--- src/rtl/ttbc_pkg.sv ---
`default_nettype none

package ttbc_pkg;

    // configuration port
    localparam int CFG_IDX_W  = 3;
    localparam int CFG_DATA_W = 12;

    localparam logic [CFG_IDX_W-1:0] CFG_BEATS_IN_BAR     = 3'd0;
    localparam logic [CFG_IDX_W-1:0] CFG_PULSE_TICKS      = 3'd1;
    localparam logic [CFG_IDX_W-1:0] CFG_TAP_WINDOW_TICKS = 3'd2;
    localparam logic [CFG_IDX_W-1:0] CFG_MIN_PERIOD       = 3'd3;
    localparam logic [CFG_IDX_W-1:0] CFG_MAX_PERIOD       = 3'd4;

    localparam logic [4:0]  RST_BEATS_IN_BAR = 5'd4;
    localparam logic [7:0]  RST_PULSE_TICKS  = 8'd100;
    localparam logic [11:0] RST_TAP_WINDOW   = 12'd2000;
    localparam logic [11:0] RST_MIN_PERIOD   = 12'd240;
    localparam logic [11:0] RST_MAX_PERIOD   = 12'd1500;
    localparam logic [15:0] RST_BEAT_PERIOD  = 16'd500;

    // stream payload
    localparam int S_DATA_W = 8;
    localparam int M_DATA_W = 32;

    localparam int          TAP_BIT    = 4;
    localparam logic [4:0]  MOD_MASK   = 5'h07;
    localparam logic [7:0]  TAPS_MAX   = 8'hFF;
    localparam logic [7:0]  RAMP_FULL  = 8'hFF;
    localparam logic [17:0] STEP_FINE  = 18'sd1;
    localparam logic [17:0] STEP_COARSE = 18'sd10;

    // shared divider: numerator below divisor * 2**DIV_Q_W
    localparam int DIV_NUM_W = 29;
    localparam int DIV_DEN_W = 21;
    localparam int DIV_Q_W   = 16;
    localparam int BAR_LEN_W = 21;

    typedef enum logic [3:0] {
        OP_NONE,
        OP_CAPTURE,
        OP_TAP,
        OP_TAP_WB,
        OP_ENC,
        OP_BEAT,
        OP_RAMP_SUB,
        OP_RAMP_CHK,
        OP_RAMP_WB,
        OP_OUT
    } ttbc_op_t;

    typedef struct packed {
        logic tap_div_req;
        logic ramp_div_req;
        logic div_done;
    } ttbc_status_t;

endpackage

`default_nettype wire

--- src/rtl/tap_tempo_beat_clock.sv ---
// Each request runs through the capture, tap, encoder, beat, ramp subtract, ramp check and output states;
//   a tap or a ramp divide adds 16 shift-subtract steps on the shared divider and a write-back.
// A new request is taken only in the idle state, after the previous one has passed the output state.
// The next request is taken while the previous result waits in the output register;
//   a stalled result holds the following one in its last state.
// Reset: aresetn synchronous, active low; configuration returns to its defaults,
//   period to 500 ticks, counters and the ramp base to zero.
`default_nettype none

module tap_tempo_beat_clock
    import ttbc_pkg::*;
(
    input  wire                   aclk,
    input  wire                   aresetn,
    input  wire                   s_tvalid,
    output logic                  s_tready,
    input  wire [S_DATA_W-1:0]    s_tdata,   // pressed_buttons[4:0], encoder_bits[6:5]
    output logic                  m_tvalid,
    input  wire                   m_tready,
    output logic [M_DATA_W-1:0]   m_tdata,   // beat_out[0], bar_out[1], tapping_led[2],
                                             // ramp_level[10:3], period_now[26:11]
    input  wire                   cfg_wr_en,
    input  wire [CFG_IDX_W-1:0]   cfg_addr,
    input  wire [CFG_DATA_W-1:0]  cfg_wdata
);

    ttbc_op_t     op;
    ttbc_status_t status;

    ttbc_ctrl u_ctrl (
        .aclk     (aclk),
        .aresetn  (aresetn),
        .s_tvalid (s_tvalid),
        .s_tready (s_tready),
        .m_tvalid (m_tvalid),
        .m_tready (m_tready),
        .status   (status),
        .op       (op)
    );

    ttbc_datapath u_dp (
        .aclk      (aclk),
        .aresetn   (aresetn),
        .op        (op),
        .status    (status),
        .s_tdata   (s_tdata),
        .m_tdata   (m_tdata),
        .cfg_wr_en (cfg_wr_en),
        .cfg_addr  (cfg_addr),
        .cfg_wdata (cfg_wdata)
    );

endmodule

`default_nettype wire

--- src/rtl/ttbc_div.sv ---
`default_nettype none

module ttbc_div
    import ttbc_pkg::*;
(
    input  wire                  aclk,
    input  wire                  aresetn,
    input  wire                  start,
    input  wire [DIV_NUM_W-1:0]  num,
    input  wire [DIV_DEN_W-1:0]  den,
    output logic [DIV_Q_W-1:0]   quot,
    output logic                 done
);

    localparam int CNT_W = $clog2(DIV_Q_W);
    localparam int PAD_W = DIV_DEN_W - (DIV_NUM_W - DIV_Q_W);

    logic                 busy_reg;
    logic                 done_reg;
    logic [CNT_W-1:0]     cnt_reg;
    logic [DIV_DEN_W-1:0] rem_reg;
    logic [DIV_DEN_W-1:0] den_reg;
    logic [DIV_Q_W-1:0]   work_reg;

    logic [DIV_DEN_W:0]   trial;
    logic                 ge;
    logic [DIV_DEN_W:0]   diff;

    always_comb begin
        trial = {rem_reg, work_reg[DIV_Q_W-1]};
        ge    = trial >= {1'b0, den_reg};
        diff  = trial - {1'b0, den_reg};
    end

    always_ff @(posedge aclk) begin
        if (!aresetn) begin
            busy_reg <= 1'b0;
            done_reg <= 1'b0;
            cnt_reg  <= '0;
        end else begin
            done_reg <= 1'b0;
            if (start) begin
                busy_reg <= 1'b1;
                cnt_reg  <= CNT_W'(DIV_Q_W - 1);
            end else if (busy_reg) begin
                if (cnt_reg == '0) begin
                    busy_reg <= 1'b0;
                    done_reg <= 1'b1;
                end else begin
                    cnt_reg <= cnt_reg - 1'b1;
                end
            end
        end
    end

    // shift quotient bits in where numerator bits leave
    always_ff @(posedge aclk) begin
        if (start) begin
            rem_reg  <= {{PAD_W{1'b0}}, num[DIV_NUM_W-1:DIV_Q_W]};
            work_reg <= num[DIV_Q_W-1:0];
            den_reg  <= den;
        end else if (busy_reg) begin
            rem_reg  <= ge ? diff[DIV_DEN_W-1:0] : trial[DIV_DEN_W-1:0];
            work_reg <= {work_reg[DIV_Q_W-2:0], ge};
        end
    end

    assign quot = work_reg;
    assign done = done_reg;

endmodule

`default_nettype wire

--- src/rtl/ttbc_datapath.sv ---
`default_nettype none

module ttbc_datapath
    import ttbc_pkg::*;
(
    input  wire                   aclk,
    input  wire                   aresetn,
    input  wire ttbc_op_t         op,
    output ttbc_status_t          status,
    input  wire [S_DATA_W-1:0]    s_tdata,
    output logic [M_DATA_W-1:0]   m_tdata,
    input  wire                   cfg_wr_en,
    input  wire [CFG_IDX_W-1:0]   cfg_addr,
    input  wire [CFG_DATA_W-1:0]  cfg_wdata
);

    // configuration
    logic [4:0]  bib_reg;
    logic [7:0]  pulse_reg;
    logic [11:0] window_reg;
    logic [11:0] minp_reg;
    logic [11:0] maxp_reg;

    // tick state
    logic [4:0]           btn_reg;
    logic [1:0]           enc_reg;
    logic [31:0]          tick_reg;
    logic [15:0]          period_reg;
    logic [15:0]          wait_reg;
    logic [7:0]           index_reg;
    logic [7:0]           beat_left_reg;
    logic [7:0]           bar_left_reg;
    logic [11:0]          tapping_reg;
    logic [7:0]           taps_reg;
    logic [15:0]          tap_origin_reg;
    logic [31:0]          bar_origin_reg;
    logic [BAR_LEN_W-1:0] bar_len_reg;
    logic [1:0]           prev_enc_reg;
    logic [4:0]           prev_btn_reg;

    // per-tick results
    logic [31:0]         elapsed_reg;
    logic                beat_flag_reg;
    logic                bar_flag_reg;
    logic                led_flag_reg;
    logic [7:0]          ramp_reg;
    logic [M_DATA_W-1:0] out_data_reg;

    logic                 btn_changed;
    logic                 tap_press;
    logic                 tap_div_req;
    logic [7:0]           taps_inc;
    logic [15:0]          span;
    logic signed [17:0]   enc_p;
    logic signed [17:0]   enc_step;
    logic                 beat_fire;
    logic [7:0]           index_inc;
    logic                 bar_fire;
    logic [BAR_LEN_W-1:0] bar_len_new;
    logic [7:0]           bar_left_src;
    logic                 elapsed_past;
    logic                 ramp_div_req;
    logic [DIV_NUM_W-1:0] ramp_num;
    logic                 div_start;
    logic [DIV_NUM_W-1:0] div_num;
    logic [DIV_DEN_W-1:0] div_den;
    logic [DIV_Q_W-1:0]   div_quot;
    logic                 div_done;

    always_comb begin
        btn_changed = btn_reg != prev_btn_reg;
        tap_press   = btn_changed && btn_reg[TAP_BIT];
        tap_div_req = tap_press && (tapping_reg != '0);
        taps_inc    = (taps_reg != TAPS_MAX) ? taps_reg + 8'd1 : taps_reg;
        span        = tick_reg[15:0] - tap_origin_reg;

        // encoder step, then clamp low, then high
        enc_step = ((btn_reg & MOD_MASK) != '0) ? STEP_COARSE : STEP_FINE;
        enc_p    = $signed({2'b00, period_reg});
        if (enc_reg[0] && !prev_enc_reg[0]) begin
            enc_p = enc_reg[1] ? enc_p - enc_step : enc_p + enc_step;
        end
        if (enc_p < $signed({6'd0, minp_reg})) enc_p = $signed({6'd0, minp_reg});
        if (enc_p > $signed({6'd0, maxp_reg})) enc_p = $signed({6'd0, maxp_reg});

        beat_fire    = wait_reg == '0;
        index_inc    = index_reg + 8'd1;
        bar_fire     = beat_fire && (index_inc >= {3'd0, bib_reg});
        bar_len_new  = bib_reg * period_reg;
        bar_left_src = bar_fire ? pulse_reg : bar_left_reg;

        elapsed_past = (elapsed_reg[31:BAR_LEN_W] != '0)
                    || (elapsed_reg[BAR_LEN_W-1:0] >= bar_len_reg);
        ramp_div_req = (bar_len_reg != '0) && !elapsed_past;
        // elapsed * 255
        ramp_num = {elapsed_reg[BAR_LEN_W-1:0], 8'd0}
                 - {8'd0, elapsed_reg[BAR_LEN_W-1:0]};

        div_start = ((op == OP_TAP) && tap_div_req)
                 || ((op == OP_RAMP_CHK) && ramp_div_req);
        if (op == OP_TAP) begin
            div_num = {{(DIV_NUM_W-16){1'b0}}, span};
            div_den = {{(DIV_DEN_W-8){1'b0}}, taps_inc};
        end else begin
            div_num = ramp_num;
            div_den = bar_len_reg;
        end
    end

    ttbc_div u_div (
        .aclk    (aclk),
        .aresetn (aresetn),
        .start   (div_start),
        .num     (div_num),
        .den     (div_den),
        .quot    (div_quot),
        .done    (div_done)
    );

    always_ff @(posedge aclk) begin
        if (!aresetn) begin
            bib_reg    <= RST_BEATS_IN_BAR;
            pulse_reg  <= RST_PULSE_TICKS;
            window_reg <= RST_TAP_WINDOW;
            minp_reg   <= RST_MIN_PERIOD;
            maxp_reg   <= RST_MAX_PERIOD;
        end else if (cfg_wr_en) begin
            unique case (cfg_addr)
                CFG_BEATS_IN_BAR:     bib_reg    <= cfg_wdata[4:0];
                CFG_PULSE_TICKS:      pulse_reg  <= cfg_wdata[7:0];
                CFG_TAP_WINDOW_TICKS: window_reg <= cfg_wdata;
                CFG_MIN_PERIOD:       minp_reg   <= cfg_wdata;
                CFG_MAX_PERIOD:       maxp_reg   <= cfg_wdata;
                default: ;
            endcase
        end
    end

    always_ff @(posedge aclk) begin
        if (!aresetn) begin
            btn_reg        <= '0;
            enc_reg        <= '0;
            tick_reg       <= '0;
            period_reg     <= RST_BEAT_PERIOD;
            wait_reg       <= '0;
            index_reg      <= '0;
            beat_left_reg  <= '0;
            bar_left_reg   <= '0;
            tapping_reg    <= '0;
            taps_reg       <= '0;
            tap_origin_reg <= '0;
            bar_origin_reg <= '0;
            bar_len_reg    <= '0;
            prev_enc_reg   <= '0;
            prev_btn_reg   <= '0;
        end else begin
            unique case (op)
                OP_CAPTURE: begin
                    btn_reg  <= s_tdata[4:0];
                    enc_reg  <= s_tdata[6:5];
                    tick_reg <= tick_reg + 32'd1;
                end
                OP_TAP: begin
                    if (btn_changed) begin
                        prev_btn_reg <= btn_reg;
                    end
                    if (tap_press) begin
                        if (tapping_reg != '0) begin
                            taps_reg <= taps_inc;
                        end else begin
                            tap_origin_reg <= tick_reg[15:0];
                            taps_reg       <= '0;
                            index_reg      <= {3'd0, bib_reg};
                        end
                        // force a beat and reopen the window
                        wait_reg    <= '0;
                        tapping_reg <= window_reg;
                    end
                end
                OP_TAP_WB: begin
                    period_reg <= div_quot;
                end
                OP_ENC: begin
                    if (enc_reg != prev_enc_reg) begin
                        period_reg   <= enc_p[15:0];
                        prev_enc_reg <= enc_reg;
                    end
                end
                OP_BEAT: begin
                    if (beat_fire) begin
                        beat_left_reg <= pulse_reg;
                        wait_reg      <= period_reg - 16'd1;
                        index_reg     <= bar_fire ? 8'd0 : index_inc;
                    end else begin
                        wait_reg <= wait_reg - 16'd1;
                        if (beat_left_reg != '0) beat_left_reg <= beat_left_reg - 8'd1;
                    end
                    if (bar_fire) begin
                        bar_origin_reg <= tick_reg;
                        bar_len_reg    <= bar_len_new;
                    end
                    bar_left_reg <= (bar_left_src != '0) ? bar_left_src - 8'd1 : bar_left_src;
                    if (tapping_reg != '0) tapping_reg <= tapping_reg - 12'd1;
                end
                default: ;
            endcase
        end
    end

    always_ff @(posedge aclk) begin
        unique case (op)
            OP_BEAT: begin
                beat_flag_reg <= beat_fire || (beat_left_reg != '0);
                bar_flag_reg  <= bar_left_src != '0;
                led_flag_reg  <= tapping_reg != '0;
            end
            OP_RAMP_SUB: begin
                elapsed_reg <= tick_reg - bar_origin_reg;
            end
            OP_RAMP_CHK: begin
                // hold full before the first bar, clamp at zero past its end
                ramp_reg <= (bar_len_reg == '0) ? RAMP_FULL : 8'd0;
            end
            OP_RAMP_WB: begin
                ramp_reg <= RAMP_FULL - div_quot[7:0];
            end
            OP_OUT: begin
                out_data_reg <= {5'd0, period_reg, ramp_reg,
                                 led_flag_reg, bar_flag_reg, beat_flag_reg};
            end
            default: ;
        endcase
    end

    assign status.tap_div_req  = tap_div_req;
    assign status.ramp_div_req = ramp_div_req;
    assign status.div_done     = div_done;
    assign m_tdata             = out_data_reg;

endmodule

`default_nettype wire

--- src/rtl/ttbc_ctrl.sv ---
`default_nettype none

module ttbc_ctrl
    import ttbc_pkg::*;
(
    input  wire                aclk,
    input  wire                aresetn,
    input  wire                s_tvalid,
    output logic               s_tready,
    output logic               m_tvalid,
    input  wire                m_tready,
    input  wire ttbc_status_t  status,
    output ttbc_op_t           op
);

    typedef enum logic [3:0] {
        ST_IDLE,
        ST_TAP,
        ST_TAP_DIV,
        ST_TAP_WB,
        ST_ENC,
        ST_BEAT,
        ST_RAMP_SUB,
        ST_RAMP_CHK,
        ST_RAMP_DIV,
        ST_RAMP_WB,
        ST_OUT
    } state_t;

    state_t state_reg, state_next;
    logic   m_tvalid_reg, m_tvalid_next;
    logic   out_free;

    assign out_free = !m_tvalid_reg || m_tready;

    always_comb begin
        state_next    = state_reg;
        m_tvalid_next = m_tvalid_reg && !m_tready;
        op            = OP_NONE;
        unique case (state_reg)
            ST_IDLE: begin
                if (s_tvalid) begin
                    op         = OP_CAPTURE;
                    state_next = ST_TAP;
                end
            end
            ST_TAP: begin
                op         = OP_TAP;
                state_next = status.tap_div_req ? ST_TAP_DIV : ST_ENC;
            end
            ST_TAP_DIV: begin
                if (status.div_done) state_next = ST_TAP_WB;
            end
            ST_TAP_WB: begin
                op         = OP_TAP_WB;
                state_next = ST_ENC;
            end
            ST_ENC: begin
                op         = OP_ENC;
                state_next = ST_BEAT;
            end
            ST_BEAT: begin
                op         = OP_BEAT;
                state_next = ST_RAMP_SUB;
            end
            ST_RAMP_SUB: begin
                op         = OP_RAMP_SUB;
                state_next = ST_RAMP_CHK;
            end
            ST_RAMP_CHK: begin
                op         = OP_RAMP_CHK;
                state_next = status.ramp_div_req ? ST_RAMP_DIV : ST_OUT;
            end
            ST_RAMP_DIV: begin
                if (status.div_done) state_next = ST_RAMP_WB;
            end
            ST_RAMP_WB: begin
                op         = OP_RAMP_WB;
                state_next = ST_OUT;
            end
            ST_OUT: begin
                // hold until the output register is free
                if (out_free) begin
                    op            = OP_OUT;
                    m_tvalid_next = 1'b1;
                    state_next    = ST_IDLE;
                end
            end
            default: state_next = ST_IDLE;
        endcase
    end

    always_ff @(posedge aclk) begin
        if (!aresetn) begin
            state_reg    <= ST_IDLE;
            m_tvalid_reg <= 1'b0;
        end else begin
            state_reg    <= state_next;
            m_tvalid_reg <= m_tvalid_next;
        end
    end

    // no request is taken while reset is held
    assign s_tready = aresetn && (state_reg == ST_IDLE);
    assign m_tvalid = m_tvalid_reg;

endmodule

`default_nettype wire

--- config.mk ---
export PLATFORM = sky130hd
export DESIGN_NAME = tap_tempo_beat_clock
export DESIGN_NICKNAME = d
export VERILOG_FILES = /design/src/rtl/ttbc_pkg.sv /design/src/rtl/tap_tempo_beat_clock.sv /design/src/rtl/ttbc_div.sv /design/src/rtl/ttbc_datapath.sv /design/src/rtl/ttbc_ctrl.sv
export SDC_FILE = /design/constraint.sdc
export NUM_CORES = 1
export LEC_CHECK = 0
export BUFFER_PORTS_ARGS = -buffer_cell sky130_fd_sc_hd__buf_4
export CORE_ASPECT_RATIO = 0.7
export CORE_UTILIZATION = 46
export DETAILED_ROUTE_END_ITERATION = 16
export PLACE_DENSITY_LB_ADDON = 0.15
export RECOVER_POWER = 50
export SYNTH_ARGS = -nofsm -noshare
export SYNTH_HDL_FRONTEND = slang
export SYNTH_HIERARCHICAL = 1
export SYNTH_SLANG_ARGS = --single-unit
--- constraint.sdc ---
create_clock -name aclk -period 8.2 [get_ports aclk]
set_input_delay 1.64 -clock aclk [delete_from_list [all_inputs] [get_ports aclk]]
set_output_delay 1.64 -clock aclk [all_outputs]
set_load 0.02 [all_outputs]
Yosys cells after proc, flatten, opt, wreduce, memory -nomap -nowiden

Cells that the tools add are included.

Flip-flop bits (word level): 379
Bits in latches: 0
Bits in writable memories: 0
ROM bits: 0
Bits of input ports: 28
Output and inout bits: 34
Logic and storage cells: 200
Memories kept: 0

Add/subtract/negate cells: 16
$mul: 1
Divide/modulo/power cells: 0
$lt $le $gt $ge: 5
Equal/unequal tests: 36
Shifts and indexed selects: 0
Muxes and demuxes: 52
Bitwise logic cells: 3
Reduce and logical (&&, ||, !) cells: 51

Operators by type and width:

| operator                                                               | count |
|---|---|
| 16-bit two-way mux                                                     | 6 |
| 8-bit two-way mux                                                      | 12 |
| 16-bit one-hot mux with 2 select lines                                 | 2 |
| 18-bit two-way mux                                                     | 3 |
| 4-bit one-hot mux with 11 select lines                                 | 1 |
| 4-bit two-way mux                                                      | 9 |
| 4-bit one-hot mux with 9 select lines                                  | 1 |
| 32-bit by 1-bit adder with 32-bit output (second input constant)       | 1 |
| 4-bit by 3-bit equality test with 1-bit output (second input constant) | 8 |
| 8-bit one-hot mux with 2 select lines                                  | 2 |
| 16-bit by 1-bit subtractor with 16-bit output (second input constant)  | 2 |
| 32-bit subtractor                                                      | 1 |
| 29-bit two-way mux                                                     | 1 |
| 29-bit by 21-bit subtractor with 29-bit output                         | 1 |
| 13-bit two-way mux                                                     | 2 |
| 2-bit AND reduction                                                    | 13 |
| 12-bit two-way mux                                                     | 2 |
| 12-bit one-hot mux with 2 select lines                                 | 1 |
| 22-bit by 21-bit >= comparator with 1-bit output                       | 1 |
| 21-bit >= comparator                                                   | 1 |
| 21-bit zero test                                                       | 1 |
| 5-bit by 16-bit multiplier with 21-bit output                          | 1 |
| 21-bit two-way mux                                                     | 1 |
| 21-bit nonzero test                                                    | 1 |
| 41 further kinds                                                       | 90 |

Depth between registers and ports, before layout

Depth after elaboration: 11
Mapped depth: 31
Depth with buffers taken out: 29

By module

Netlist, hierarchy kept.

Modules (own cells, without submodules):

| module        | instances | cells each | area an instance (um^2) |
|---|---|---|---|
| ttbc_datapath | 1         | 2,668      | 21,116.5 |
| ttbc_div      | 1         | 403        | 4,006.3 |
| ttbc_ctrl     | 1         | 51         | 417.9 |

Worst setup path before layout

Ideal clock, no wire load.

Kind: flip-flop to flip-flop
Start point: register u_dp.btn_reg[0]
End point: register u_dp.period_reg[10]
Setup time: 0.087 ns
Arrival: 5.950 ns
Required time: 8.113 ns
Setup slack: 2.163 ns
Cell stages (with the launch flop): 32
Path buffers: 3
Clock period less this slack: 6.037 ns
Path through: dfxtp_1 -> or3_1 -> inv_1 -> ha_1 -> inv_1 -> fa_1 -> mux2i_1 -> nand2_1 -> o21ai_0 -> ha_1 -> a21o_1 -> a21o_1 -> a21o_1 -> a21o_1 -> a21oi_1 -> o21ai_0 -> a2111oi_0 -> ha_1 -> clkbuf_1 -> buf_1 -> nor2_1 -> a21oi_1 -> ha_1 -> a21o_1 -> a21o_1 -> a211oi_1 -> o211ai_1 -> o311a_1 -> o21ba_2 -> clkbuf_1 -> and3_1 -> o31ai_1

Cells in the longest elaborated chain, start to end: 11
Elaborated cells on any way between the ends: 12
Classes of those cells: add/sub (2); order compare (2); mux (7); reduce/logical (1)

Ends and longest elaborated chain:

| item                                                                                                               | RTL line             | RTL |
|---|---|---|
| from (decl)                                                                                                        | ttbc_datapath.sv:25  | `logic [4:0] btn_reg;` |
| from (signal assigned)                                                                                             | ttbc_datapath.sv:159 | `btn_reg <= s_tdata[4:0];` |
| 5-bit nonzero test *                                                                                               | ttbc_datapath.sv:78  | `enc_step = ((btn_reg & MOD_MASK) != '0) ? STEP_COARSE : STEP_FINE;` |
| 4-bit two-way mux *                                                                                                | ttbc_datapath.sv:78  |  |
| 17-bit by 18-bit adder with 18-bit output / 17-bit by 18-bit subtractor with 18-bit output (equally long branches) | ttbc_datapath.sv:81  | `enc_p = enc_reg[1] ? enc_p - enc_step : enc_p + enc_step;` |
| 18-bit two-way mux *                                                                                               | ttbc_datapath.sv:81  |  |
| 18-bit two-way mux *                                                                                               | ttbc_datapath.sv:80  | `if (enc_reg[0] && !prev_enc_reg[0]) begin` |
| 18-bit by 13-bit less-than comparator with 1-bit output                                                            | ttbc_datapath.sv:83  | `if (enc_p < $signed({6'd0, minp_reg})) enc_p = $signed({6'd0, minp_reg});` |
| 18-bit two-way mux *                                                                                               | ttbc_datapath.sv:83  |  |
| 18-bit by 13-bit greater-than comparator with 1-bit output                                                         | ttbc_datapath.sv:84  | `if (enc_p > $signed({6'd0, maxp_reg})) enc_p = $signed({6'd0, maxp_reg});` |
| 16-bit two-way mux *                                                                                               | ttbc_datapath.sv:84  |  |
| 16-bit two-way mux *                                                                                               | ttbc_datapath.sv:184 | `if (enc_reg != prev_enc_reg) begin` |
| 16-bit one-hot mux with 2 select lines *                                                                           | ttbc_datapath.sv:157 | `unique case (op)` |
| to (signal assigned)                                                                                               | ttbc_datapath.sv:181 | `period_reg <= div_quot;` |
| to (signal assigned)                                                                                               | ttbc_datapath.sv:185 | `period_reg <= enc_p[15:0];` |
| to (decl)                                                                                                          | ttbc_datapath.sv:28  | `logic [15:0] period_reg;` |

Mark *: on every way between the ends. The rest lies on a longest branch, timed or not. The select of a mux whose other input is x is not followed.
A chain may end at the register's enable or synchronous reset.

Worst setup path after layout

Start point: input port s_tvalid
End point: register u_dp.u_div.work_reg[7], in the netlist u_dp/u_div/quot[7], enable pin

Cells in the longest elaborated chain, start to end: 6
Elaborated cells on any way between the ends: 8
Classes of those cells: eq/ne (2); mux (2); reduce/logical (4)

Ends and longest elaborated chain:

| item                                                                                                                    | RTL line                                  | RTL |
|---|---|---|
| from (decl)                                                                                                             | tap_tempo_beat_clock.sv:15                | `input wire s_tvalid,` |
| 1-bit two-way mux *                                                                                                     | ttbc_ctrl.sv:42                           | `if (s_tvalid) begin` |
| 4-bit one-hot mux with 9 select lines *                                                                                 | ttbc_ctrl.sv:40                           | `unique case (state_reg)` |
| named net op[0]                                                                                                         | tap_tempo_beat_clock.sv:27                | `ttbc_op_t op;` |
| 4-bit by 2-bit equality test with 1-bit output / 4-bit by 3-bit equality test with 1-bit output (equally long branches) | ttbc_datapath.sv:99, ttbc_datapath.sv:100 |  |
| 1-bit logical AND, on equally long branches                                                                             | ttbc_datapath.sv:99, ttbc_datapath.sv:100 |  |
| 1-bit logical OR *                                                                                                      | ttbc_datapath.sv:100                      | `\|\| ((op == OP_RAMP_CHK) && ramp_div_req);` |
| named net u_dp.div_start                                                                                                | ttbc_datapath.sv:64                       | `logic div_start;` |
| 2-bit nonzero test (no source line) *                                                                                   | --                                        |  |
| to (signal assigned)                                                                                                    | ttbc_div.sv:60                            | `work_reg <= num[DIV_Q_W-1:0];` |
| to (signal assigned)                                                                                                    | ttbc_div.sv:64                            | `work_reg <= {work_reg[DIV_Q_W-2:0], ge};` |
| to (decl)                                                                                                               | ttbc_div.sv:23                            | `logic [DIV_Q_W-1:0] work_reg;` |

Mark *: on every way through the listed nets, which the timed path passes. The rest lies on a longest branch.

==> impl_metrics.tcl <==
set metrics [dict create \
    status "finished with violations" \
    violations "max-capacitance violations, max-slew violations" \
    grt_util_all_layers_pct 26.1 \
    cts_hold_buf 0 \
    synth_edf_count 120 \
    ff2ff_path_depth 28 \
    nets 3340 \
    yosysTopAreaCellShare_pct 20.3 \
    timing.hold.ws_ps 415 \
    clk_latency_ps 570 \
    port_buffers 55 \
    fillers 5228 \
    syn-instance-count 3122 \
    synth_top_cell_by_area "dfxtp_1" \
    post-dp-hpwl_um 54900 \
    cp-end-kind "register" \
    tns_ps 0 \
    ys_ff_latch 379 \
    wl_um 74400 \
    drt_pass1_iterations 5 \
    core_region_area_um2 54300 \
    final-setup-viol-count 0 \
    syn_area_um2 25500 \
    via_count 22800 \
    route.met3.wl_um 6250 \
    yosysMostFrequentCell "nand2_1" \
    ys.flop_type "dfxtp_1" \
    diodes 0 \
    synth_common_cells "nand2_1 (450), a21oi_1 (294), dfxtp_1 (259)" \
    cp.required_ps 8430 \
    yosys_warnings 6 \
    grt_max_degree 86 \
    slew_violations 459 \
    clockBufferDepth 3 \
    rrSetupSlack_ps 1030 \
    numCtsBuffers 41 \
    vdd_drop_max_mv 0.128 \
    cts_htree_levels 2 \
    syn_avg_cell_area_um2 8.18 \
    fmax_mhz 134 \
    start_util_pct 47.1 \
    async_flop_share_pct 0 \
    synthDistinctLibCells 95 \
    grt_pass1_vias 20900 \
    ctsResizeCount 0 \
    area.growth.synth_to_final_pct 8.00 \
    drive_above_1_share_pct 5.48 \
    clkSlewWorstSetupHoldPaths_ps 60 \
    post_cts_buffers 0 \
    routedWlPerCell_um 19.3 \
    rows 71 \
    clkSinkCount 379 \
    gp_congestion 0.934 \
    r2r-end "u_dp/period_reg[11]$_SDFFE_PN0P_" \
    period_needed_ps 7450 \
    finalCritPeriodShare_pct 90.8 \
    postPlaceCellArea_um2 26400 \
    rsz0062_at_grt "no" \
    criticalPathCategory "input port to register" \
    cts_tree "built" \
    clock_skew_ps 24.2 \
    wl_met1_um 37600 \
    drc 0 \
    pin_count 62 \
    slew-limit-headroom_pct -166 \
    grt.overflow.total 0 \
    ys_seq_area_share_pct 34.4 \
    critPathLaunch "s_tvalid" \
    detail-route-antenna-nets 0 \
    cp_max_fo 85 \
    clockRootBuffer "clkbuf_16" \
    powerDensity_nw_per_um2 209 \
    power.leakage_nw 10.7 \
    dr.max_layer_used "met4" \
    first_iter_violations 2143 \
    antenna_found_initial 4 \
    startpoint_type "input port" \
    vias_per_cell 5.91 \
    die_h_um 199 \
    hp-class "register to register" \
    drv_cap 9 \
    final_area_um2 27600 \
    finalHoldViolations 0 \
    cp-endpoint "u_dp/u_div/quot[7]$_DFFE_PP_" \
    die-area_um2 56500 \
    die_x_um 284 \
    tightest_slew_ps 3980 \
    route.met2.wl_um 29300 \
    yosys-top-cells-area "dfxtp_1 (20%), edfxtp_1 (14%), ha_1 (8.6%)" \
    grt_pass1_wl_um 118000 \
    rr_startpoint "u_dp/btn_reg[0]$_SDFFE_PN0N_" \
    arrival_ps 7670 \
]
## worst max-delay path, stage by stage
cell	delay (ps)
clkbuf_4	110
nor3b_1	130
a21oi_1	150
o22ai_1	250
nor3_2	240
clkbuf_1	1790
nand2_1	310
nor2_1	180
clkbuf_1	730
nand2_1	380
o21ai_4	120
buf_4	730
nor2_1	360
inv_1	120
buf_4	390
## worst min-delay path by stage
stage | from | to | slack [ps] | cells after the start
finish | u_dp/led_flag_reg$_DFFE_PP_ | u_dp/m_tdata[2]$_DFFE_PN_ | 420 | 0
global route | u_dp/ramp_reg[6]$_DFFE_PP_ | u_dp/m_tdata[9]$_DFFE_PN_ | 430 | 0
CTS | u_dp/beat_flag_reg$_DFFE_PP_ | u_dp/m_tdata[0]$_DFFE_PN_ | 420 | 0
detailed placement | u_dp/beat_flag_reg$_DFFE_PP_ | u_dp/m_tdata[0]$_DFFE_PN_ | 400 | 0
global placement | u_dp/ramp_reg[0]$_DFFE_PP_ | u_dp/m_tdata[3]$_DFFE_PN_ | 410 | 0
floorplan | u_dp/beat_flag_reg$_DFFE_PP_ | u_dp/m_tdata[0]$_DFFE_PN_ | 400 | 0
## final cells by class
cell class | count | area, µm² | area share [%]
Clock buffer | 59 | 1170 | 4.23
Clock inverter | 15 | 168 | 0.608
Inverter | 223 | 838 | 3.04
Multi-Input combinational cell | 2361 | 15300 | 55.3
Sequential cell | 379 | 8790 | 31.9
Tap cell | 730 | 913 | 3.31
Timing Repair Buffer | 84 | 458 | 1.66
## through the flow
stage | power, mW | cells | utilization [%] | setup slack, ps
detailed placement | 3.87 | 3777 | 48.7 | 1120
global route | 6.05 | 3851 | 50.8 | 217
floorplan | 3.39 | 3126 | - | 2160
finish | 5.75 | 3851 | 50.8 | 753
CTS | 5.77 | 3851 | 51.2 | 1070
global placement | 3.83 | 3777 | 48.7 | 1180
## layout by cell type, fill, tap and decap left out, types with 26 or more instances in the layout
master,count
nand2_1,450
a21oi_1,294
dfxtp_1,259
nor2_1,254
inv_1,219
ha_1,175
o21ai_0,141
edfxtp_1,120
nand3_1,87
xnor2_1,82
nor3_1,74
clkbuf_1,58
a21o_1,57
xor2_1,54
fa_1,47
clkbuf_16,43
and2_1,43
nand4_1,38
o211ai_1,37
buf_4,36
nor2b_1,34
nand2b_1,33
or3_1,33
and3_1,30
a31oi_1,26
## routing by layer
layer	vias up	global-route usage, %
met2	808	36.5
met5	-	0
li1	10900	-
met4	0	6.09
met1	11000	40.9
met3	86	4.26
## where the power goes
part / internal [mW] / switching, mW / leakage, nW / total, mW
clock network: 1.09 / 0.793 / 0.649 / 1.88
registers: 2.02 / 0.128 / 3.21 / 2.15
logic: 0.579 / 1.15 / 6.86 / 1.72
## cells by family (layout without fill, tap and decap cells)
family / count (synthesis) / count (layout) / share of synthesized area [%]
adder cells (fa/ha/maj): 222 / 222 / 12.3
flip-flops: 379 / 379 / 34.4
AO/OA/AOI/OAI: 772 / 772 / 19.1
buffers and inverters: 386 / 381 / 6.06
AND/OR/NAND/NOR: 1192 / 1192 / 22.1
other: 1 / 5 / 0.0147
XOR/XNOR: 136 / 136 / 4.66
multiplexers: 34 / 34 / 1.43
(Power assumes the default switching activity.)
